### src/hw/rtl/por_pkg.sv
package por_pkg;

    localparam int unsigned DAY_W   = 5;
    localparam int unsigned MONTH_W = 4;
    localparam int unsigned YEAR_W  = 14;
    localparam int unsigned DNUM_W  = 22;
    localparam int unsigned DOY_W   = 9;
    localparam int unsigned Q100_W  = 8;

    // floor(y / 100) == (y * RECIP_100) >> RECIP_SHIFT for every 14-bit y
    localparam int unsigned RECIP_W     = 13;
    localparam int unsigned RECIP_SHIFT = 19;
    localparam logic [RECIP_W-1:0] RECIP_100 = 13'd5243;

    localparam logic [YEAR_W-1:0]  YEAR_MAX      = 14'd9999;
    localparam logic [DNUM_W-1:0]  DAYS_PER_YEAR = 22'd365;

    localparam logic [MONTH_W-1:0] MONTH_JAN = 4'd1;
    localparam logic [MONTH_W-1:0] MONTH_FEB = 4'd2;
    localparam logic [MONTH_W-1:0] MONTH_DEC = 4'd12;

    typedef struct packed {
        logic [DAY_W-1:0]   first_start_day;
        logic [MONTH_W-1:0] first_start_month;
        logic [YEAR_W-1:0]  first_start_year;
        logic [DAY_W-1:0]   first_end_day;
        logic [MONTH_W-1:0] first_end_month;
        logic [YEAR_W-1:0]  first_end_year;
        logic [DAY_W-1:0]   second_start_day;
        logic [MONTH_W-1:0] second_start_month;
        logic [YEAR_W-1:0]  second_start_year;
        logic [DAY_W-1:0]   second_end_day;
        logic [MONTH_W-1:0] second_end_month;
        logic [YEAR_W-1:0]  second_end_year;
    } t_req_data;

    typedef struct packed {
        logic [DNUM_W-1:0] overlap_days;
        logic              bad_date;
    } t_rsp_data;

    // load strobes for the two conversion stages
    typedef struct packed {
        logic s1;
        logic s2;
    } t_stage_en;

    // Month length; zero for a month code that means nothing.
    function automatic logic [DAY_W-1:0] month_len(input logic [MONTH_W-1:0] m,
                                                   input logic leap);
        logic [DAY_W-1:0] len;
        begin
            unique case (m)
                4'd1, 4'd3, 4'd5, 4'd7, 4'd8, 4'd10, 4'd12: len = 5'd31;
                4'd4, 4'd6, 4'd9, 4'd11:                    len = 5'd30;
                4'd2:                                       len = leap ? 5'd29 : 5'd28;
                default:                                    len = 5'd0;
            endcase
            return len;
        end
    endfunction

    // Days before the first of the month, counting the year from March.
    function automatic logic [DOY_W-1:0] march_offset(input logic [MONTH_W-1:0] m);
        logic [DOY_W-1:0] off;
        begin
            unique case (m)
                4'd3:    off = 9'd0;
                4'd4:    off = 9'd31;
                4'd5:    off = 9'd61;
                4'd6:    off = 9'd92;
                4'd7:    off = 9'd122;
                4'd8:    off = 9'd153;
                4'd9:    off = 9'd184;
                4'd10:   off = 9'd214;
                4'd11:   off = 9'd245;
                4'd12:   off = 9'd275;
                4'd1:    off = 9'd306;
                4'd2:    off = 9'd337;
                default: off = 9'd0;
            endcase
            return off;
        end
    endfunction

endpackage

### src/hw/rtl/por_req_if.sv
interface por_req_if;
    logic                 valid;
    logic                 ready;
    por_pkg::t_req_data   data;

    modport source (output valid, output data, input ready);
    modport sink   (input valid, input data, output ready);
endinterface

### src/hw/rtl/por_rsp_if.sv
interface por_rsp_if;
    logic                 valid;
    logic                 ready;
    por_pkg::t_rsp_data   data;

    modport source (output valid, output data, input ready);
    modport sink   (input valid, input data, output ready);
endinterface

### src/hw/rtl/period_overlap_day_count.sv
// Counts the calendar days shared by two Gregorian periods, both end days
// included, with the 4/100/400 leap rule. Each request carries four dates
// (start and end of each period); each gives exactly one response with
// overlap_days and bad_date. Any impossible date (day 0 or past the month's
// end, month outside 1..12, year outside 1..9999) sets bad_date and forces
// the count to 0; a period that ends before it starts simply overlaps
// nothing. The block takes one request every clock cycle unless back-pressure
// stalls it, and passes each through four registers (input register, two
// date conversion stages, result register); the four dates are converted
// in parallel by dedicated units, so nothing is shared between requests.
// Back-pressure on the response side stalls the pipe one stage at a time,
// and empty stages keep taking requests while a result waits.
module period_overlap_day_count (
    input  logic    i_clk,
    input  logic    i_rst_n,
    por_req_if.sink   i_req,
    por_rsp_if.source o_rsp
);

    // Valid flags of the four stages
    logic r_v0, r_v1, r_v2, r_v3;
    logic w_adv0, w_adv1, w_adv2, w_adv3;

    por_pkg::t_req_data r_req;
    por_pkg::t_rsp_data r_rsp, n_rsp;
    por_pkg::t_stage_en w_en;

    logic [por_pkg::DNUM_W-1:0] w_s1, w_e1, w_s2, w_e2;
    logic                       w_ok_s1, w_ok_e1, w_ok_s2, w_ok_e2;
    logic [por_pkg::DNUM_W-1:0] w_lo, w_hi;
    logic                       w_ok;

    // Advance a stage when it holds an item and the next stage frees up
    assign w_adv3 = r_v2 && (!r_v3 || o_rsp.ready);
    assign w_adv2 = r_v1 && (!r_v2 || w_adv3);
    assign w_adv1 = r_v0 && (!r_v1 || w_adv2);
    assign i_req.ready = !r_v0 || w_adv1;
    assign w_adv0 = i_req.valid && i_req.ready;

    assign w_en.s1 = w_adv1;
    assign w_en.s2 = w_adv2;

    always_ff @(posedge i_clk) begin
        if (!i_rst_n) begin
            r_v0 <= 1'b0;
            r_v1 <= 1'b0;
            r_v2 <= 1'b0;
            r_v3 <= 1'b0;
        end else begin
            r_v0 <= w_adv0 || (r_v0 && !w_adv1);
            r_v1 <= w_adv1 || (r_v1 && !w_adv2);
            r_v2 <= w_adv2 || (r_v2 && !w_adv3);
            r_v3 <= w_adv3 || (r_v3 && !o_rsp.ready);
        end
    end

    // Input register: hold the request until stage 1 takes it
    always_ff @(posedge i_clk) begin
        if (w_adv0) begin
            r_req <= i_req.data;
        end
    end

    por_date_conv u_conv_s1 (
        .i_clk     (i_clk),
        .i_en      (w_en),
        .i_day     (r_req.first_start_day),
        .i_month   (r_req.first_start_month),
        .i_year    (r_req.first_start_year),
        .o_day_num (w_s1),
        .o_ok      (w_ok_s1)
    );

    por_date_conv u_conv_e1 (
        .i_clk     (i_clk),
        .i_en      (w_en),
        .i_day     (r_req.first_end_day),
        .i_month   (r_req.first_end_month),
        .i_year    (r_req.first_end_year),
        .o_day_num (w_e1),
        .o_ok      (w_ok_e1)
    );

    por_date_conv u_conv_s2 (
        .i_clk     (i_clk),
        .i_en      (w_en),
        .i_day     (r_req.second_start_day),
        .i_month   (r_req.second_start_month),
        .i_year    (r_req.second_start_year),
        .o_day_num (w_s2),
        .o_ok      (w_ok_s2)
    );

    por_date_conv u_conv_e2 (
        .i_clk     (i_clk),
        .i_en      (w_en),
        .i_day     (r_req.second_end_day),
        .i_month   (r_req.second_end_month),
        .i_year    (r_req.second_end_year),
        .o_day_num (w_e2),
        .o_ok      (w_ok_e2)
    );

    // Overlap is [later start, earlier end]; empty when that range inverts
    always_comb begin
        w_ok = w_ok_s1 && w_ok_e1 && w_ok_s2 && w_ok_e2;
        w_lo = (w_s1 > w_s2) ? w_s1 : w_s2;
        w_hi = (w_e1 < w_e2) ? w_e1 : w_e2;
        n_rsp.bad_date = !w_ok;
        if (w_ok && (w_hi >= w_lo)) begin
            n_rsp.overlap_days = w_hi - w_lo + por_pkg::DNUM_W'(1);
        end else begin
            n_rsp.overlap_days = '0;
        end
    end

    // Result register: hold the response until its transfer out
    always_ff @(posedge i_clk) begin
        if (w_adv3) begin
            r_rsp <= n_rsp;
        end
    end

    assign o_rsp.valid = r_v3;
    assign o_rsp.data  = r_rsp;

endmodule

### src/hw/rtl/por_date_conv.sv
module por_date_conv (
    input  logic                                 i_clk,
    input  por_pkg::t_stage_en                   i_en,
    input  logic [por_pkg::DAY_W-1:0]            i_day,
    input  logic [por_pkg::MONTH_W-1:0]          i_month,
    input  logic [por_pkg::YEAR_W-1:0]           i_year,
    output logic [por_pkg::DNUM_W-1:0]           o_day_num,
    output logic                                 o_ok
);

    localparam int unsigned PROD_W = por_pkg::YEAR_W + por_pkg::RECIP_W;
    localparam int unsigned HUND_W = por_pkg::Q100_W + 7;

    logic [PROD_W-1:0]               w_prod;
    logic [por_pkg::Q100_W-1:0]      w_q_y;
    logic [HUND_W-1:0]               w_hund;
    logic                            w_div100;
    logic                            w_div400;
    logic                            w_leap;
    logic                            w_early;
    logic [por_pkg::DAY_W-1:0]       w_lim;

    logic [por_pkg::YEAR_W-1:0]      n_yy,  r_yy;
    logic [por_pkg::Q100_W-1:0]      n_q,   r_q;
    logic [por_pkg::DOY_W-1:0]       n_doy, r_doy;
    logic                            n_ok1, r_ok1;
    logic [por_pkg::DNUM_W-1:0]      n_day_num, r_day_num;
    logic                            r_ok2;

    // Stage 1: leap rule, validity, March-based year and day of year
    assign w_prod   = PROD_W'(i_year) * PROD_W'(por_pkg::RECIP_100);
    assign w_q_y    = w_prod[PROD_W-1 -: por_pkg::Q100_W];
    assign w_hund   = HUND_W'(w_q_y) * HUND_W'(100);
    assign w_div100 = (w_hund == HUND_W'(i_year));
    assign w_div400 = w_div100 && (w_q_y[1:0] == 2'd0);
    assign w_leap   = ((i_year[1:0] == 2'd0) && !w_div100) || w_div400;
    assign w_early  = (i_month == por_pkg::MONTH_JAN) || (i_month == por_pkg::MONTH_FEB);
    assign w_lim    = por_pkg::month_len(i_month, w_leap);

    always_comb begin
        n_yy  = w_early ? (i_year - por_pkg::YEAR_W'(1)) : i_year;
        // year before a century year drops one from the hundreds count
        n_q   = (w_early && w_div100) ? (w_q_y - por_pkg::Q100_W'(1)) : w_q_y;
        n_doy = por_pkg::march_offset(i_month) + por_pkg::DOY_W'(i_day)
              - por_pkg::DOY_W'(1);
        n_ok1 = (i_month >= por_pkg::MONTH_JAN) && (i_month <= por_pkg::MONTH_DEC)
             && (i_year != '0) && (i_year <= por_pkg::YEAR_MAX)
             && (i_day != '0) && (i_day <= w_lim);
    end

    always_ff @(posedge i_clk) begin
        if (i_en.s1) begin
            r_yy  <= n_yy;
            r_q   <= n_q;
            r_doy <= n_doy;
            r_ok1 <= n_ok1;
        end
    end

    // Stage 2: serial day number
    always_comb begin
        n_day_num = por_pkg::DNUM_W'(r_yy) * por_pkg::DAYS_PER_YEAR
                  + por_pkg::DNUM_W'(r_yy >> 2)
                  - por_pkg::DNUM_W'(r_q)
                  + por_pkg::DNUM_W'(r_q >> 2)
                  + por_pkg::DNUM_W'(r_doy);
    end

    always_ff @(posedge i_clk) begin
        if (i_en.s2) begin
            r_day_num <= n_day_num;
            r_ok2     <= r_ok1;
        end
    end

    assign o_day_num = r_day_num;
    assign o_ok      = r_ok2;

endmodule

### src/flat_wrapper.sv
// flat-port wrapper written by rule: the top's interface ports become plain ports
module period_overlap_day_count_flat 
  (i_clk, i_rst_n, i_req_valid, i_req_data, i_req_ready, o_rsp_valid, o_rsp_data, o_rsp_ready);
  por_req_if i_req_i ();
  por_rsp_if o_rsp_i ();
  input  logic i_clk;
  input  logic i_rst_n;
  input wire logic [$bits(i_req_i.valid)-1:0] i_req_valid;
  input wire logic [$bits(i_req_i.data)-1:0] i_req_data;
  output wire logic [$bits(i_req_i.ready)-1:0] i_req_ready;
  output wire logic [$bits(o_rsp_i.valid)-1:0] o_rsp_valid;
  output wire logic [$bits(o_rsp_i.data)-1:0] o_rsp_data;
  input wire logic [$bits(o_rsp_i.ready)-1:0] o_rsp_ready;
  assign i_req_i.valid = i_req_valid;
  assign i_req_i.data = i_req_data;
  assign i_req_ready = i_req_i.ready;
  assign o_rsp_valid = o_rsp_i.valid;
  assign o_rsp_data = o_rsp_i.data;
  assign o_rsp_i.ready = o_rsp_ready;
  period_overlap_day_count u_core (.i_clk(i_clk), .i_rst_n(i_rst_n), .i_req(i_req_i), .o_rsp(o_rsp_i));
endmodule
### config.mk
export PLATFORM = sky130hd
export DESIGN_NAME = period_overlap_day_count_flat
export DESIGN_NICKNAME = d
export VERILOG_FILES = /design/src/hw/rtl/por_pkg.sv /design/src/hw/rtl/por_req_if.sv /design/src/hw/rtl/por_rsp_if.sv /design/src/hw/rtl/period_overlap_day_count.sv /design/src/hw/rtl/por_date_conv.sv /design/src/flat_wrapper.sv
export SDC_FILE = /design/constraint.sdc
export NUM_CORES = 2
export LEC_CHECK = 0
export ABC_AREA = 0
export BUFFER_PORTS_ARGS = -buffer_cell sky130_fd_sc_hd__buf_2
export CAP_MARGIN = 0
export CORE_MARGIN = 4
export CORE_UTILIZATION = 55
export DETAILED_ROUTE_END_ITERATION = 12
export GPL_TIMING_DRIVEN = 0
export PLACE_DENSITY = 0.71
export SYNTH_ARGS = -nofsm -noshare
export SYNTH_HDL_FRONTEND = slang
export SYNTH_SLANG_ARGS = --single-unit
### constraint.sdc
create_clock -name i_clk -period 14.35 [get_ports i_clk]
set_clock_uncertainty 0.15 [all_clocks]
set_input_delay 1.435 -clock i_clk [delete_from_list [all_inputs] [get_ports i_clk]]
set_output_delay 1.435 -clock i_clk [all_outputs]
set_load 0.005 [all_outputs]
==> run metrics <==
status completed; Post-CTS Hold Buffers 0; hpwl dp ~97 mm; Peak Freq 0.0873 GHz; ys async rst share 0%; share of cells above drive strength 1 between 5 and 6%; minimum clock period 11.45 ns; Synth Cell Area around 53,000 um^2; ys flop type edfxtp_1; Buffers & Inverters on Critical Path 4; most frequent CP cell ha_1; Crit path largest cell delay between 0.9 and 1 ns; Worst EP required approximately 14 ns; Inst Count DP between 6,000 and 7,000; antenna violations before repair 1; vias in the first global route 36,400; # Post-CTS Setup Buffers 0; RSZ-0062 raised after global routing no; critical path type reg -> reg; Congestion Overflow GR 0; EDFF count, synth 335; DIE HEIGHT approximately 320 um; H-tree lvl count 2; WL/cell between 15 and 20 um; Worst slew margin around a tenth; post-route setup slack about 2.9 ns; Pins Over Slew Limit 0; Max FO, Critical Path 10; Synth Warn # 0; Top Family by Delay on Critical Path adder cells; Clk Latency, worst-skew pair ~0.64 ns; Worst Hold Class reg -> reg; critical path endpoint category register; gr usage total between 20% and 30%; clock sinks between 300 and 400; Max-Cap Viols 0; Post-Layout Cell Count between 6,000 and 7,000; #FFs+latches synth roughly 380; Rows roughly 110; num ports 121; Layout area overhead 7.68%; Die Area a little over 100,000 um^2; fillcell total between 8,000 and 9,000; crit path to u_core.u_conv_e1.r_ok1; first-pass GRT wire length between 150 and 200 mm; GPL Wtd Cong 0.939; Levels on crit path 38; clk buf depth 3; Vias/cell roughly 5.3; total wire length after detailed routing approximately 110 mm; Reg2Reg Depth 38; final worst-path cycle share about four fifths; worst r2r src u_core.r_req[56]; crit path launch u_core.r_req[56]; DRT iter0 DRCs between 1,500 and 2,000; Root Driver clkbuf_16; largest net degree at the start of global routing between 60 and 70; slew at the pin closest to its max-slew limit around 1.3 ns; critical path data arrival time around 12 ns; Finish-stage setup viols 0; clock-pin slew on the worst setup and hold paths roughly 0.060 ns; Nets around 7,000; I/O Buffers 120; router iterations before antenna repair 5; TritonCTS clock tree yes; Setup WS pre-CTS about 3.0 ns; CP startpoint kind register; cells after synthesis around 5,000; Avg Synthesized Cell Area roughly 10 um^2; Seq/Total Area, Yosys about a fifth; Starting Density a little under three fifths; worst reg2reg path endpoint u_core.u_conv_e1.r_ok1; Worst path slowest cell a2111oi_0; WHS Path Cells 0; FF-to-FF setup slack between 2 and 3 ns; syn nets between 6,000 and 7,000; post-CTS resize count 0; die width between 300 and 400 um; final hold vios 0; area of the core ~96,000 um^2; total CTS buffers between 40 and 50; Post-DRT Antenna Nets 0; detailed-route via count around 35,000; DRC 0; Distinct cells, synth ~90
[state kept, by name, indices dropped and copies added (netlist names), 22 cells and up, named ones only]
name                        flops
u_core.r_req                   92
u_core.u_conv_e2.o_day_num     22
u_core.u_conv_s1.o_day_num     22
u_core.u_conv_s2.o_day_num     22
u_core.o_rsp.data              23
u_core.u_conv_e1.o_day_num     22
[through the flow]
step                      hold WS, ns  instance area (um^2)  utilization [%]  TNS, ns
after floorplan                 0.250                 53400                -        0
after global placement          0.267                 55600             58.1  -237.21
after detailed placement        0.255                 55800             58.4        0
after CTS                       0.298                 57500             60.1        0
after global routing            0.315                 57500             60.1        0
final                           0.291                 57500             60.1        0
[cell usage after synthesis (31+ instances only)]
cell / count / area, um^2
fa_1: 631 / 12600
edfxtp_1: 335 / 10100
nand2_1: 142 / 533
and3_1: 35 / 219
nor2b_1: 33 / 206
ha_1: 1111 / 13900
nor2_1: 131 / 492
clkbuf_1: 36 / 135
inv_1: 1300 / 4880
xor2_1: 51 / 447
a21oi_1: 183 / 916
a21o_1: 66 / 495
o21ai_0: 91 / 455
nand3_1: 95 / 475
xnor2_1: 254 / 2220
o21a_1: 36 / 270
nand4_1: 52 / 325
mux2i_1: 31 / 310
nor3_1: 64 / 320
dfxtp_1: 40 / 801
[cells by family after synthesis]
family	after synthesis	share of synthesized area [%]
adders and majority gates	1742	49.7
muxes	53	1.05
DFF	375	20.3
xor gates and xnor gates	313	5.32
AOI/OAI and AO/OA	611	7.63
buffers and inverters	1343	9.47
and+or+nand+nor	675	6.48
[worst min path at each step]
stage,from,to,slack [ns]
after CTS,u_core.u_conv_s1.r_ok1,u_core.u_conv_s1.o_ok,0.30
after detailed placement,u_core.u_conv_s1.r_ok1,u_core.u_conv_s1.o_ok,0.25
final,u_core.u_conv_s1.r_ok1,u_core.u_conv_s1.o_ok,0.29
after global placement,u_core.u_conv_s1.r_ok1,u_core.u_conv_s1.o_ok,0.27
after global routing,u_core.u_conv_e1.r_ok1,u_core.u_conv_e1.o_ok,0.31
after floorplan,u_core.u_conv_e1.r_ok1,u_core.u_conv_e1.o_ok,0.25
[placed cells by master, fill, tap and decap left out, drive strengths merged, types with 64 or more instances in the layout]
master	n
a21o	66
a21oi	185
buf	136
clkbuf	99
edfxtp	335
fa	631
ha	1111
inv	1309
nand2	142
nand3	95
nor2	132
nor3	64
o21ai	96
xnor2	256
[per-layer routing]
metal / vias up / routed length, um / part of all wire, % / GRT usage, %
met5: - / 0 / 0 / 0
met4: 0 / 3230 / 2.8 / 5.96
met3: 168 / 6080 / 5.4 / 3.82
met2: 662 / 52600 / 46 / 37.5
met1: 17000 / 51700 / 46 / 31.7
li1: 17100 / - / - / -
[cell type report]
type	instances	area, um^2	area share, %
multi-input combinational	3394	37500	65.2
sequential	375	10900	18.9
inverter	1301	4890	8.50
tap	1265	1580	2.75
clock buffer	63	1380	2.41
timing repair buffer	130	796	1.38
clock inverter	27	310	0.540
buffer	42	169	0.294
antenna	1	2.50	0.00435
Power is not shown: default switching activity piles up to over one toggle a cycle in this logic, so the estimate is an artifact.
